File: config.mk
export PLATFORM = sky130hd
export DESIGN_NAME = omvt_div
export DESIGN_NICKNAME = d
export VERILOG_FILES = /design/src/rtl/omvt_pkg.sv /design/src/rtl/omvt_div.sv
export SDC_FILE = /design/constraint.sdc
export NUM_CORES = 1
export LEC_CHECK = 0
export BUFFER_PORTS_ARGS = -buffer_cell sky130_fd_sc_hd__buf_2
export CAP_MARGIN = 20
export CELL_PAD_IN_SITES_DETAIL_PLACEMENT = 0
export CELL_PAD_IN_SITES_GLOBAL_PLACEMENT = 2
export CORE_ASPECT_RATIO = 1.4
export CORE_UTILIZATION = 36
export CTS_BUF_LIST = sky130_fd_sc_hd__clkbuf_8
export CTS_CLUSTER_DIAMETER = 60
export DETAILED_ROUTE_END_ITERATION = 12
export GPL_TIMING_DRIVEN = 0
export PLACE_DENSITY_LB_ADDON = 0.12
export RECOVER_POWER = 50
export SYNTH_ARGS = -nofsm -noshare
export SYNTH_HDL_FRONTEND = slang
export SYNTH_SLANG_ARGS = --single-unit
File: constraint.sdc
create_clock -name clk -period 3.35 [get_ports clk]
set_input_delay 0.335 -clock clk [delete_from_list [all_inputs] [get_ports clk]]
set_output_delay 0.335 -clock clk [all_outputs]
set_load 0.1 [all_outputs]
File: src/rtl/omvt_pkg.sv
// Package with shared constants and types for the mean/variance tracker.
`default_nettype none
package omvt_pkg;
	localparam int TASKS_DEF    = 16;
	localparam int CHANNELS_DEF = 5;
	localparam int MAX_CH       = 5;
	localparam int TIDX_W       = 4;
	localparam int CNT_W        = 16;
	localparam int MEAN_W       = 40;
	localparam int SUMSQ_W      = 64;
	localparam int SAMPLE_W     = 32;

	typedef enum logic {
		OP_RECORD = 1'b0,
		OP_CLEAR  = 1'b1
	} op_t;

	// Sequencer states of the top level.
	typedef enum logic [3:0] {
		ST_INIT, ST_IDLE, ST_CNT, ST_RD, ST_DIFF, ST_DIV, ST_MUL0, ST_MUL1,
		ST_MUL2, ST_MUL3, ST_WR, ST_OUT
	} state_t;

	// Command handed to the divider.
	typedef struct packed {
		logic                start;
		logic [MEAN_W-1:0]   dividend;
		logic [CNT_W-1:0]    divisor;
	} div_cmd_t;

	// Status returned by the divider.
	typedef struct packed {
		logic                done;
		logic [MEAN_W-1:0]   quotient;
	} div_sts_t;
endpackage
`default_nettype wire

File: src/rtl/omvt_div.sv
// Radix-2 restoring divider: 40-bit dividend by 16-bit divisor, one bit per cycle.
`default_nettype none
module omvt_div
	import omvt_pkg::*;
(
	input  wire logic     clk,
	input  wire logic     arst_n,
	input  wire div_cmd_t cmd,
	output div_sts_t      sts
);
	localparam int STEP_W = $clog2(MEAN_W + 1);

	logic [MEAN_W-1:0] quo_q;
	logic [CNT_W-1:0]  div_q;
	logic [CNT_W-1:0]  rem_q;
	logic [STEP_W-1:0] step_q;
	logic              busy_q;
	logic              done_q;
	logic [CNT_W:0]    rem_sh;
	logic [CNT_W:0]    rem_sub;

	// Shift in the next dividend bit and try a subtraction.
	always_comb begin
		rem_sh  = {rem_q, quo_q[MEAN_W-1]};
		rem_sub = rem_sh - {1'b0, div_q};
	end

	always_ff @(posedge clk or negedge arst_n) begin
		if (!arst_n) begin
			busy_q <= 1'b0;
			done_q <= 1'b0;
			step_q <= '0;
		end else begin
			done_q <= 1'b0;
			if (cmd.start) begin
				busy_q <= 1'b1;
				step_q <= '0;
			end else if (busy_q) begin
				if (step_q == STEP_W'(MEAN_W - 1)) begin
					busy_q <= 1'b0;
					done_q <= 1'b1;
				end
				step_q <= step_q + 1'b1;
			end
		end
	end

	always_ff @(posedge clk) begin
		if (cmd.start) begin
			quo_q <= cmd.dividend;
			div_q <= cmd.divisor;
			rem_q <= '0;
		end else if (busy_q) begin
			if (!rem_sub[CNT_W]) begin
				rem_q <= rem_sub[CNT_W-1:0];
				quo_q <= {quo_q[MEAN_W-2:0], 1'b1};
			end else begin
				rem_q <= rem_sh[CNT_W-1:0];
				quo_q <= {quo_q[MEAN_W-2:0], 1'b0};
			end
		end
	end

	assign sts.done     = done_q;
	assign sts.quotient = quo_q;
endmodule
`default_nettype wire
=== After elaboration in Yosys (flattened, before gate mapping) ===
Cells that the tools add are included.

* Logic and storage cells: 22
* Input bits: 59
* Output and inout port bits: 41
* Register bits after elaboration: 80

* Muxes and demuxes: 12
* Add/sub/neg operators: 2
* Equality and inequality tests: 1
* Reduce and logical (&&, ||, !) cells: 1

{| class="wikitable"
|+ Operators with widths
! cell !! count
|-
| $mux 40 || 2
|-
| $sub 17x16->17 || 1
|-
| $mux 16 || 1
|-
| $mux 6 || 2
|-
| $mux 1 || 7
|-
| $add 6x1->6 const B || 1
|-
| $eq 6x6->1 const B || 1
|-
| $reduce_bool 2->1 || 1
|}

=== Longest topological paths before layout ===
Gate-level depths: netlist (run 1).

* Depth after elaboration: 4
* Depth in mapped cells: 11
* Gate-level depth less buffers: 10

=== Worst setup path after synthesis (run 1) ===
No wires, ideal clock.

* Kind: register to register
* From: register quo_q[39]
* To: register rem_q[1]
* Path buffers: 0
* Setup slack: 0.133 ns
* Arrival time: 3.121 ns
* Required time: 3.255 ns
* Library setup time: 0.095 ns
* Cell stages (with the launch flop): 11
* Clock period less this slack: 3.217 ns
* Cell sequence: edfxtp_1 > inv_1 > ha_1 > fa_1 > nand2b_1 > a21oi_2 > o21ai_2 > o31a_4 > xor2_2 > or4b_1 > o311ai_1

* Cells in the longest elaborated chain, start to end: 2

{| class="wikitable"
|+ RTL lines
! item !! RTL line !! RTL
|-
| start: declaration || omvt_div.sv:13 || <nowiki>logic [MEAN_W-1:0] quo_q;</nowiki>
|-
| start signal: assignment || omvt_div.sv:50 || <nowiki>quo_q <= cmd.dividend;</nowiki>
|-
| start signal: assignment || omvt_div.sv:56 || <nowiki>quo_q <= {quo_q[MEAN_W-2:0], 1'b1};</nowiki>
|-
| start signal: assignment || omvt_div.sv:59 || <nowiki>quo_q <= {quo_q[MEAN_W-2:0], 1'b0};</nowiki>
|-
| $sub 17x16->17 || omvt_div.sv:25 || <nowiki>rem_sub = rem_sh - {1'b0, div_q};</nowiki>
|-
| $mux 16 || omvt_div.sv:54 || <nowiki>if (!rem_sub[CNT_W]) begin</nowiki>
|-
| end signal: assignment || omvt_div.sv:55 || <nowiki>rem_q <= rem_sub[CNT_W-1:0];</nowiki>
|-
| end signal: assignment || omvt_div.sv:58 || <nowiki>rem_q <= rem_sh[CNT_W-1:0];</nowiki>
|-
| end: declaration || omvt_div.sv:15 || <nowiki>logic [CNT_W-1:0] rem_q;</nowiki>
|}

Every way passes these cells.
A chain may end at the register's enable or synchronous reset.

=== Worst setup path in the final report (run 1) ===
* From: register quo_q[39]
* To: register rem_q[12]

Same word-level chain as after synthesis.

==> flow_summary.yaml, run 1 <==
finish:
  most-common-layout-cells: "buf_2 (57), edfxtp_1 (56), clkbuf_1 (52), nand2_1 (41), mux2_2 (39)"
  nets: 533
  nFillCells: 1154
  final_common_cell: "buf_2"
  n_antenna_cell: 0
  area_growth_pct: 20.02
  final_area_mm2: 0.004966
  drive_gt1_share_pct: 29.50
  ff_latch_area_mm2: 0.002202
  multiInputGateArea_mm2: 0.001782
sta:
  max_slew_margin_pct: 18.87
  tns_ns: 0
  finalHoldViolations: 0
  timing.hold.ws_ns: 0.1470
  rsz0062_at_grt: "false"
  worst_slack_ns: 0.4396
  fin_crit_ns: 2.910
  fin_crit_sh_pct: 86.88
  setup_violations: 0
  drv_slew: 0
  tightest_slew_ns: 1.222
  fin_worst_skew_ns: 0.006241
  fmax_mhz: 343.6
clocking:
  clk_path_buf_depth: 2
  cts-buffers-inserted: 9
  clk_latency_ns: 0.35
  root_buffer: "clkbuf_8"
  htreeDepth: 3
  numClockSinks: 80
  cts_resized: 0
  clk_pin_slew_ns: 0.09
  postCtsSetupRepairBufs: 0
  cts_tree: "built"
pwr:
  power.density_mw_per_mm2: 738.4
  irDropWorstVdd_mv: 0.3539
  leakagePower_nw: 2.017
  power_mw: 3.667
floorplanning:
  die-area_mm2: 0.01193
  floorplan.rows: 46
  io_pins: 100
  start_util_pct: 36.68
  dieHeight_um: 128.9
  die_width_um: 92.61
  core_mm2: 0.01128
routing:
  drcViolationCount: 0
  first_pass_iters: 4
  ant_nets: 0
  drt-initial-drc-count: 111
  wl_per_cell_um: 15.53
  viasPerCell: 4.960
  num_vias: 3001
  wl_um: 9398
outcome:
  outcome: "finished clean"
critical_path:
  worstPathRequired_ns: 3.62
  path_max_fanout: 10
  arrival_ns: 3.18
  critical_path_class: "register to register"
  start_kind: "register"
  worstSetupEndpointType: "register"
flow_run:
  drv_cap: 0
synthesis:
  syn_inst: 345
  synth_area_leaders: "edfxtp_1 (41%), mux2_2 (11%), dfxtp_1 (7.7%), ha_1 (5.1%), dfrtp_1 (4.8%)"
  syn_avg_cell_area_um2: 11.99
  muxShareOfSynthArea_pct: 11.10
  synth_cell_types: 50
  async_flop_share_pct: 10.00
  synth-xor-area-share_pct: 4.445
  synth_fp_nets: 422
  synth-seq-cells: 80
  yosysSeqAreaShare_pct: 53.22
  synth_edf_count: 56
  synth_top_family_by_area: "compound AO/OA/AOI/OAI gates"
  synth_top_area_cell: "edfxtp_1"
  synth_ff_type: "edfxtp_1"
  synth_adder_area_share_pct: 5.624
  yosys.area_share.simple_pct: 10.46
  netlist_area_mm2: 0.004138
  yosys_warnings: 0
  synth_top_area_share_pct: 40.64
  synth-compound-area-share_pct: 11.43
placement:
  routabilityCongestion: 0.7420
  dp_hpwl_um: 6935
  pre_cts_ws_ns: 0.08986
  port-buffer-count: 99
  place_area_mm2: 0.004813
worst_hold_path:
  min_path_type: "primary input to register"
global_routing:
  grt_pass1_vias: 3050
  grt_antenna_before_repair: 0
  grt_pass1_wl_um: 15190
  grt_usage_pct: 16.82
  overflow: 0
  grt_max_degree: 41
-- stage by stage --
| step | utilization [%] | cells |
|---|---|---|
| 6_report | 44.02 | 605 |
| 5_1_grt | 44.02 | 605 |
| 4_1_cts | 44.49 | 605 |
| 3_5_place_dp | 42.67 | 588 |
| 3_3_place_gp | 42.67 | 588 |
| 2_1_floorplan | - | 345 |
-- Yosys cell counts, types with 2 or more instances --
library cell and number:
nor3_1 2, o21ai_1 2, clkbuf_1 9, dfrtp_1 8
nor2b_1 3, a311oi_1 2, o211ai_1 2, o21a_1 3
mux2i_1 2, edfxtp_1 56, nand3_1 3, nand4_1 5
dfxtp_1 16, nor2_1 24, a21oi_2 2, ha_1 17
mux2_2 39, inv_1 21, xor2_1 9, a21oi_1 16
buf_1 3, o21ai_0 9, or3b_2 2, nand2b_1 6
nand2_1 41, buf_6 2, or3_1 2, xnor2_1 7
a311oi_2 11
-- power breakdown --
part / switching (mW) / internal, mW
clock network: 0.386 / 0.346
registers: 0.121 / 1.23
logic: 1.05 / 0.531
-- registers in the layout (all words and copies together), names as in the netlist --
signal / flops
quo_q: 40
busy_q: 1
done_q: 1
step_q: 6
rem_q: 16
div_q: 16
-- final cells by class --
class	count	share of cell area, %
plain buffers	15	1.512
clock buffers	9	2.494
inverters	21	1.587
clock inverters	7	1.436
well taps	144	3.628
multi-input cells	229	35.88
repair buffers	100	9.121
flip-flops and latches	80	44.34
-- metal layers --
metal	up-vias	part of all wire (%)	global-route usage, %
met5	-	0	0
met4	0	1.7	6.342
met3	10	5.2	4.610
met2	81	53	30.63
met1	1433	41	18.47
li1	1477	-	-
-- critical path, stage by stage (launching register included) --
cell and delay (ns):
edfxtp_1 0.42, inv_1 0.06, ha_1 0.22, fa_1 0.38, nand2b_1 0.21, a21oi_2 0.20, o21ai_2 0.12, o31a_4 0.33
xor2_2 0.32, buf_6 0.21, nand2_1 0.08, a311oi_2 0.25
-- path summary, 6_finish.rpt --
path	depth (start not counted)	end	startpoint	slack, ns
max in group asynchronous	2	step_q[0]	arst_n	2.60
worst min-delay path	1	div_q[13]	cmd[13]	0.15
worst min register to register	2	rem_q[0]	rem_q[0]	0.53
worst max-delay path	11	rem_q[12]	quo_q[39]	0.44
worst max register to register	11	rem_q[12]	quo_q[39]	0.44
min in group asynchronous	2	step_q[3]	arst_n	0.43
-- cells by family after synthesis --
group	count (synthesis)
buffers and inverters	36
AND/OR/NAND/NOR	94
adder cells (fa/ha/maj)	18
flip-flops	80
AO/OA/AOI/OAI	58
multiplexers	41
XOR/XNOR	18
-- what timing repair did --
action | CTS | global route
setup endpoints to repair | 0 | 0
endpoints found under the hold margin | 8 | 0
hold buffers | 1 | 0
Power figures use the tool's default switching activity.
==> inputs of run 2 (changes only) <==
--- a/config.mk
+++ b/config.mk
@@ -9,7 +9,7 @@
 export CAP_MARGIN = 20
 export CELL_PAD_IN_SITES_DETAIL_PLACEMENT = 0
 export CELL_PAD_IN_SITES_GLOBAL_PLACEMENT = 2
-export CORE_ASPECT_RATIO = 1.4
+export CORE_ASPECT_RATIO = 0.5
 export CORE_UTILIZATION = 36
 export CTS_BUF_LIST = sky130_fd_sc_hd__clkbuf_8
 export CTS_CLUSTER_DIAMETER = 60
==> run 2 against run 1 <==
Final area increased by 0.66%. Global-route usage decreased by 0.078 points. Wire length is 0.68% lower. Highest routed layer unchanged. Cell count is 0.50% higher. Non-clock buffer count rose by 1. Largest cell class unchanged. Combinational power is essentially flat. Critical path depth did not move.
==> flow_summary.yaml, run 2 (synthesis gave the netlist of run 1 again) <==
clocking:
  postCtsSetupRepairBufs: 0
  clk_pin_slew_ns: 0.09
  htreeDepth: 3
  cts_tree: "built"
  cts_hold_buf: 1
  clk_path_buf_depth: 2
  cts-buffers-inserted: 9
  numClockSinks: 80
  clk_latency_ns: 0.36
  cts_resized: 0
  root_buffer: "clkbuf_8"
sta:
  fin_worst_skew_ns: 0.009973
  tns_ns: 0
  timing.hold.ws_ns: 0.1454
  tightest_slew_ns: 1.215
  finalHoldViolations: 0
  rsz0062_at_grt: "false"
  fmax_mhz: 346.5
  drv_slew: 0
  fin_crit_ns: 2.886
  setup_violations: 0
  max_slew_margin_pct: 19.36
  fin_crit_sh_pct: 86.16
  worst_slack_ns: 0.4637
routing:
  drt-initial-drc-count: 99
  num_vias: 3031
  ant_nets: 0
  wl_um: 9334
  wl_met3_um: 815
  wl_met2_um: 4014
  routed.top_layer: "met4"
  wl_met1_um: 4389
  drcViolationCount: 0
  viasPerCell: 4.985
  wl_per_cell_um: 15.35
  first_pass_iters: 4
finish:
  area_growth_pct: 20.80
  top_regs: "quo_q (40), div_q (16), rem_q (16)"
  multiInputGateArea_mm2: 0.001782
  fin_util_pct: 45.11
  largest_reg_flops: 40
  ff_latch_area_mm2: 0.002202
  final_common_cell: "buf_2"
  nets: 534
  finalNonFillerCells: 608
  largest-register: "quo_q"
  drive_gt1_share_pct: 29.44
  nFillCells: 1098
  final_area_mm2: 0.004999
  most-common-layout-cells: "buf_2 (57), edfxtp_1 (56), clkbuf_1 (53), nand2_1 (41), mux2_2 (39)"
pwr:
  power.density_mw_per_mm2: 731.1
  leakagePower_nw: 2.034
  p_clk_share_pct: 19.9
  power_mw: 3.654
  power_frac_seq_pct: 36.8
  switching_share_pct: 42.35
  intPower_mw: 2.107
  combPwrFrac_pct: 43.3
  irDropWorstVdd_mv: 0.2557
  netSwitchingPower_mw: 1.547
global_routing:
  grt_pass1_vias: 3084
  grt_max_degree: 27
  grt_pass1_wl_um: 15420
  grt_antenna_before_repair: 1
  grt_usage_pct: 16.74
  overflow: 0
critical_path:
  start_kind: "register"
  critical_path_class: "register to register"
  ff2ff_setup_slack_ns: 0.46
  worstPathRequired_ns: 3.63
  r2r_cells: 11
  arrival_ns: 3.16
  timing.rr.end: "rem_q[12]"
  path_max_fanout: 10
  r2r_start: "quo_q[39]"
  worstSetupEndpointType: "register"
worst_hold_path:
  holdPathEnd: "div_q[7]"
  hold_depth: 1
  min_path_type: "primary input to register"
  min_from: "cmd[7]"
floorplanning:
  core_mm2: 0.01108
  die_width_um: 153.6
  die-area_mm2: 0.01195
  start_util_pct: 37.34
  io_pins: 100
  floorplan.rows: 27
  dieHeight_um: 77.81
outcome:
  outcome: "finished clean"
placement:
  dp_hpwl_um: 6838
  pre_cts_ws_ns: 0.1469
  port-buffer-count: 99
  dp_cells: 590
  routabilityCongestion: 0.7671
  place_area_mm2: 0.004842
flow_run:
  drv_cap: 0
## run 2: worst max path at each step
| stage | startpoint | slack (ns) | end |
|---|---|---|---|
| 2_1_floorplan | quo_q[39] | 0.13 | rem_q[1] |
| 3_3_place_gp | cmd[56] | -0.22 | quo_q[21] |
| 3_5_place_dp | cmd[56] | 0.15 | quo_q[22] |
| 4_1_cts | quo_q[39] | 0.41 | rem_q[12] |
| 5_1_grt | quo_q[39] | 0.26 | rem_q[12] |
| 6_report | quo_q[39] | 0.46 | rem_q[12] |
## run 2: cell type report
cell class                      count  share of cell area, %
Multi-Input combinational cell    229                  35.64
Timing Repair Buffer              101                  9.612
Antenna cell                        1                0.05006
Clock inverter                      7                  1.452
Sequential cell                    80                  44.06
Inverter                           21                  1.577
Clock buffer                        9                  2.478
Tap cell                          145                  3.630
Buffer                             15                  1.502
## run 2: power by group through the flow
stage	clock [mW]	combinational (mW)	sequential, mW
after floorplan	0	0.879	1.76
after global placement	0	1.59	1.36
after detailed placement	0	1.61	1.36
after CTS	0.756	1.62	1.35
after global routing	0.792	1.73	1.37
final	0.726	1.58	1.34
## run 2: worst max-delay path: stages (launching register included)
cell and delay [ns]:
edfxtp_1 0.38, inv_1 0.05, ha_1 0.21, fa_1 0.39, nand2b_1 0.22, a21oi_2 0.21, o21ai_2 0.13, o31a_4 0.33
xor2_2 0.34, buf_6 0.22, nand2_1 0.07, a311oi_2 0.25
## run 2: layer usage
layer	track usage, %	vias to the layer above
li1	-	1486
met1	21.34	1437
met2	25.68	97
met3	6.816	11
met4	5.700	0
met5	0	-
==> inputs of run 3 (changes only) <==
--- a/config.mk
+++ b/config.mk
@@ -5,18 +5,19 @@
 export SDC_FILE = /design/constraint.sdc
 export NUM_CORES = 1
 export LEC_CHECK = 0
+export ABC_AREA = 1
 export BUFFER_PORTS_ARGS = -buffer_cell sky130_fd_sc_hd__buf_2
 export CAP_MARGIN = 20
 export CELL_PAD_IN_SITES_DETAIL_PLACEMENT = 0
 export CELL_PAD_IN_SITES_GLOBAL_PLACEMENT = 2
 export CORE_ASPECT_RATIO = 0.5
-export CORE_UTILIZATION = 36
+export CORE_UTILIZATION = 32
 export CTS_BUF_LIST = sky130_fd_sc_hd__clkbuf_8
 export CTS_CLUSTER_DIAMETER = 60
 export DETAILED_ROUTE_END_ITERATION = 12
 export GPL_TIMING_DRIVEN = 0
 export PLACE_DENSITY_LB_ADDON = 0.12
-export RECOVER_POWER = 50
+export RECOVER_POWER = 25
 export SYNTH_ARGS = -nofsm -noshare
 export SYNTH_HDL_FRONTEND = slang
 export SYNTH_SLANG_ARGS = --single-unit
==> run 3 against run 2 <==
Highest routed layer is now met5. Sequential share of layout area decreased by 2.5 points. Non-clock buffer count decreased by 1. Die area increased by 19%. Critical path type unchanged. Register-to-register slack improved by 0.41 ns. Utilization decreased by 4.4 points. Hold slack got worse by 0.0034 ns.
==> flow_summary.yaml, run 3 <==
finish:
  finalNonFillerCells: 860
  drive_gt1_share_pct: 17.39
  final_common_cell: "nand2_1"
  largest_reg_flops: 40
  final_area_mm2: 0.005298
  nFillCells: 1428
  largest-register: "quo_q"
  most-common-layout-cells: "nand2_1 (276), buf_2 (92), inv_1 (87), edfxtp_1 (56), nand3_1 (30)"
  n_antenna_cell: 0
  top_regs: "quo_q (40), div_q (16), rem_q (16)"
  nets: 762
  area_growth_pct: 20.83
clocking:
  clk_latency_ns: 0.37
  clk_pin_slew_ns: 0.10
  cts-buffers-inserted: 9
  numClockSinks: 80
  htreeDepth: 3
  cts_tree: "built"
  clk_path_buf_depth: 2
  root_buffer: "clkbuf_8"
synthesis:
  yosys_warnings: 0
  synth_ff_type: "edfxtp_1"
  netlist_area_mm2: 0.004384
  synth_area_leaders: "edfxtp_1 (38%), nand2_1 (24%), inv_1 (7.5%), dfxtp_1 (7.3%), ha_1 (4.9%)"
  syn_avg_cell_area_um2: 7.651
  async_flop_share_pct: 10.00
  synth_edf_count: 56
  synth_top_area_share_pct: 38.36
  synth_cell_types: 28
  synth_fp_nets: 650
  synth-seq-cells: 80
  syn_inst: 573
  synthTopCellsByCount: "nand2_1 (276), inv_1 (88), edfxtp_1 (56)"
  yosysSeqAreaShare_pct: 50.23
  synth_top_area_cell: "edfxtp_1"
  synth_most_common_cell: "nand2_1"
placement:
  place_area_mm2: 0.005112
  dp_hpwl_um: 8224
  routabilityCongestion: 0.7741
  dp_cells: 843
  pre_cts_ws_ns: 0.8628
  port-buffer-count: 99
outcome:
  outcome: "finished clean"
sta:
  tightest_slew_ns: 1.209
  finalHoldViolations: 0
  drv_slew: 0
  tns_ns: 0
  worst_slack_ns: 0.8756
  fin_crit_sh_pct: 73.86
  setup_violations: 0
  rsz0062_at_grt: "false"
  fin_crit_ns: 2.474
  fmax_mhz: 404.1
  fin_worst_skew_ns: 0.01443
  max_slew_margin_pct: 19.72
critical_path:
  worstPathRequired_ns: 3.45
  critical_path_class: "register to register"
  path_max_fanout: 10
  worstSetupEndpointType: "register"
  crit_path_frequent_cell: "nand2_1"
  max_stage_delay_ns: 0.40
  crit_path_top_delay_cell: "fa_1"
  crit_chain: "inv_1, ha_1, fa_1, inv_1, nand2_1, nand2_1, nand3_1, nand2_1, nand2_2, nand2_1, nand2_1, nand2_2, buf_6, o21ai_0"
  start_kind: "register"
  arrival_ns: 2.57
pwr:
  irDropWorstVdd_mv: 0.2058
  power_mw: 3.504
  power.density_mw_per_mm2: 661.5
  leakagePower_nw: 2.877
floorplanning:
  die_width_um: 167.5
  core_mm2: 0.01303
  start_util_pct: 33.66
  dieHeight_um: 84.77
  floorplan.rows: 29
  io_pins: 100
  die-area_mm2: 0.01420
routing:
  viasPerCell: 4.322
  wl_met1_um: 5620
  wl_um: 11260
  wl_per_cell_um: 13.09
  num_vias: 3717
  drcViolationCount: 0
  drt-initial-drc-count: 204
  first_pass_iters: 4
  ant_nets: 0
  wl_met3_um: 956
  routed.top_layer: "met5"
  wl_met2_um: 4580
global_routing:
  grt_max_degree: 40
  grt_pass1_wl_um: 18490
  grt_pass1_vias: 3647
  grt_antenna_before_repair: 3
  overflow: 0
  grt_usage_pct: 16.98
worst_hold_path:
  min_path_type: "primary input to register"
flow_run:
  drv_cap: 0
==> run 3: layout make-up <==
type | count | area, µm² | share of cell area (%)
Inverter | 89 | 334.1 | 6.306
Clock buffer | 9 | 123.9 | 2.338
Tap cell | 170 | 212.7 | 4.015
Timing Repair Buffer | 101 | 515.5 | 9.731
Buffer | 14 | 72.57 | 1.370
Sequential cell | 80 | 2202 | 41.57
Clock inverter | 7 | 61.31 | 1.157
Multi-Input combinational cell | 390 | 1775 | 33.51
==> run 3: per-stage QoR <==
| step | hold WS [ns] | util, % |
|---|---|---|
| final | 0.1419 | 40.67 |
| after CTS | 0.1149 | 40.75 |
| after detailed placement | 0.1896 | 39.25 |
| after global placement | 0.1918 | 39.09 |
| after floorplan | 0.03941 | - |
| after global routing | 0.1078 | 40.67 |
==> run 3: layer usage <==
| layer | track usage [%] | up-vias |
|---|---|---|
| li1 | - | 1996 |
| met1 | 22.44 | 1623 |
| met2 | 25.27 | 83 |
| met3 | 7.638 | 11 |
| met4 | 4.003 | 4 |
| met5 | 0 | - |
==> run 3: where the power goes <==
group	total [mW]	switching, mW	leakage, nW	internal, mW
Clock	0.718	0.430	0.0965	0.289
Combinational	1.50	1.06	1.95	0.432
Sequential	1.29	0.0897	0.834	1.20
==> run 3: worst paths after layout <==
| kind | end | cells after the start | start | slack (ns) |
|---|---|---|---|---|
| worst max-delay path | quo_q[0] | 14 | quo_q[39] | 0.88 |
| worst min-delay path | div_q[11] | 1 | cmd[11] | 0.14 |
| worst max register to register | quo_q[0] | 14 | quo_q[39] | 0.88 |
| worst min register to register | rem_q[3] | 2 | rem_q[3] | 0.48 |
| max in group asynchronous | step_q[3] | 2 | arst_n | 2.64 |
| min in group asynchronous | step_q[1] | 2 | arst_n | 0.41 |
==> run 3: critical path, delay by kind of cell, from the launching register on <==
kind | cells | cell delay [ns]
AOI/OAI and AO/OA | 1 | 0.08
DFF | 1 | 0.35
and+or+nand+nor | 8 | 0.82
buffers and inverters | 3 | 0.33
adders and majority gates | 2 | 0.62
==> run 3: timing repair <==
| item | 4_1_cts | 5_1_grt |
|---|---|---|
| hold buffers | 1 | 0 |
| gates resized for setup | 0 | 0 |
| buffers inserted | 0 | 0 |
| endpoints found under the hold margin | 8 | 0 |
==> run 3: logic make-up (layout without fill, tap and decap cells) <==
logic type | Yosys count | after routing | share of synthesized area (%)
AO/OA/AOI/OAI | 19 | 19 | 2.340
flip-flops | 80 | 80 | 50.23
adder cells (fa/ha/maj) | 18 | 18 | 5.308
AND/OR/NAND/NOR | 346 | 346 | 31.45
XOR/XNOR | 7 | 7 | 1.398
buffers and inverters | 103 | 220 | 9.275
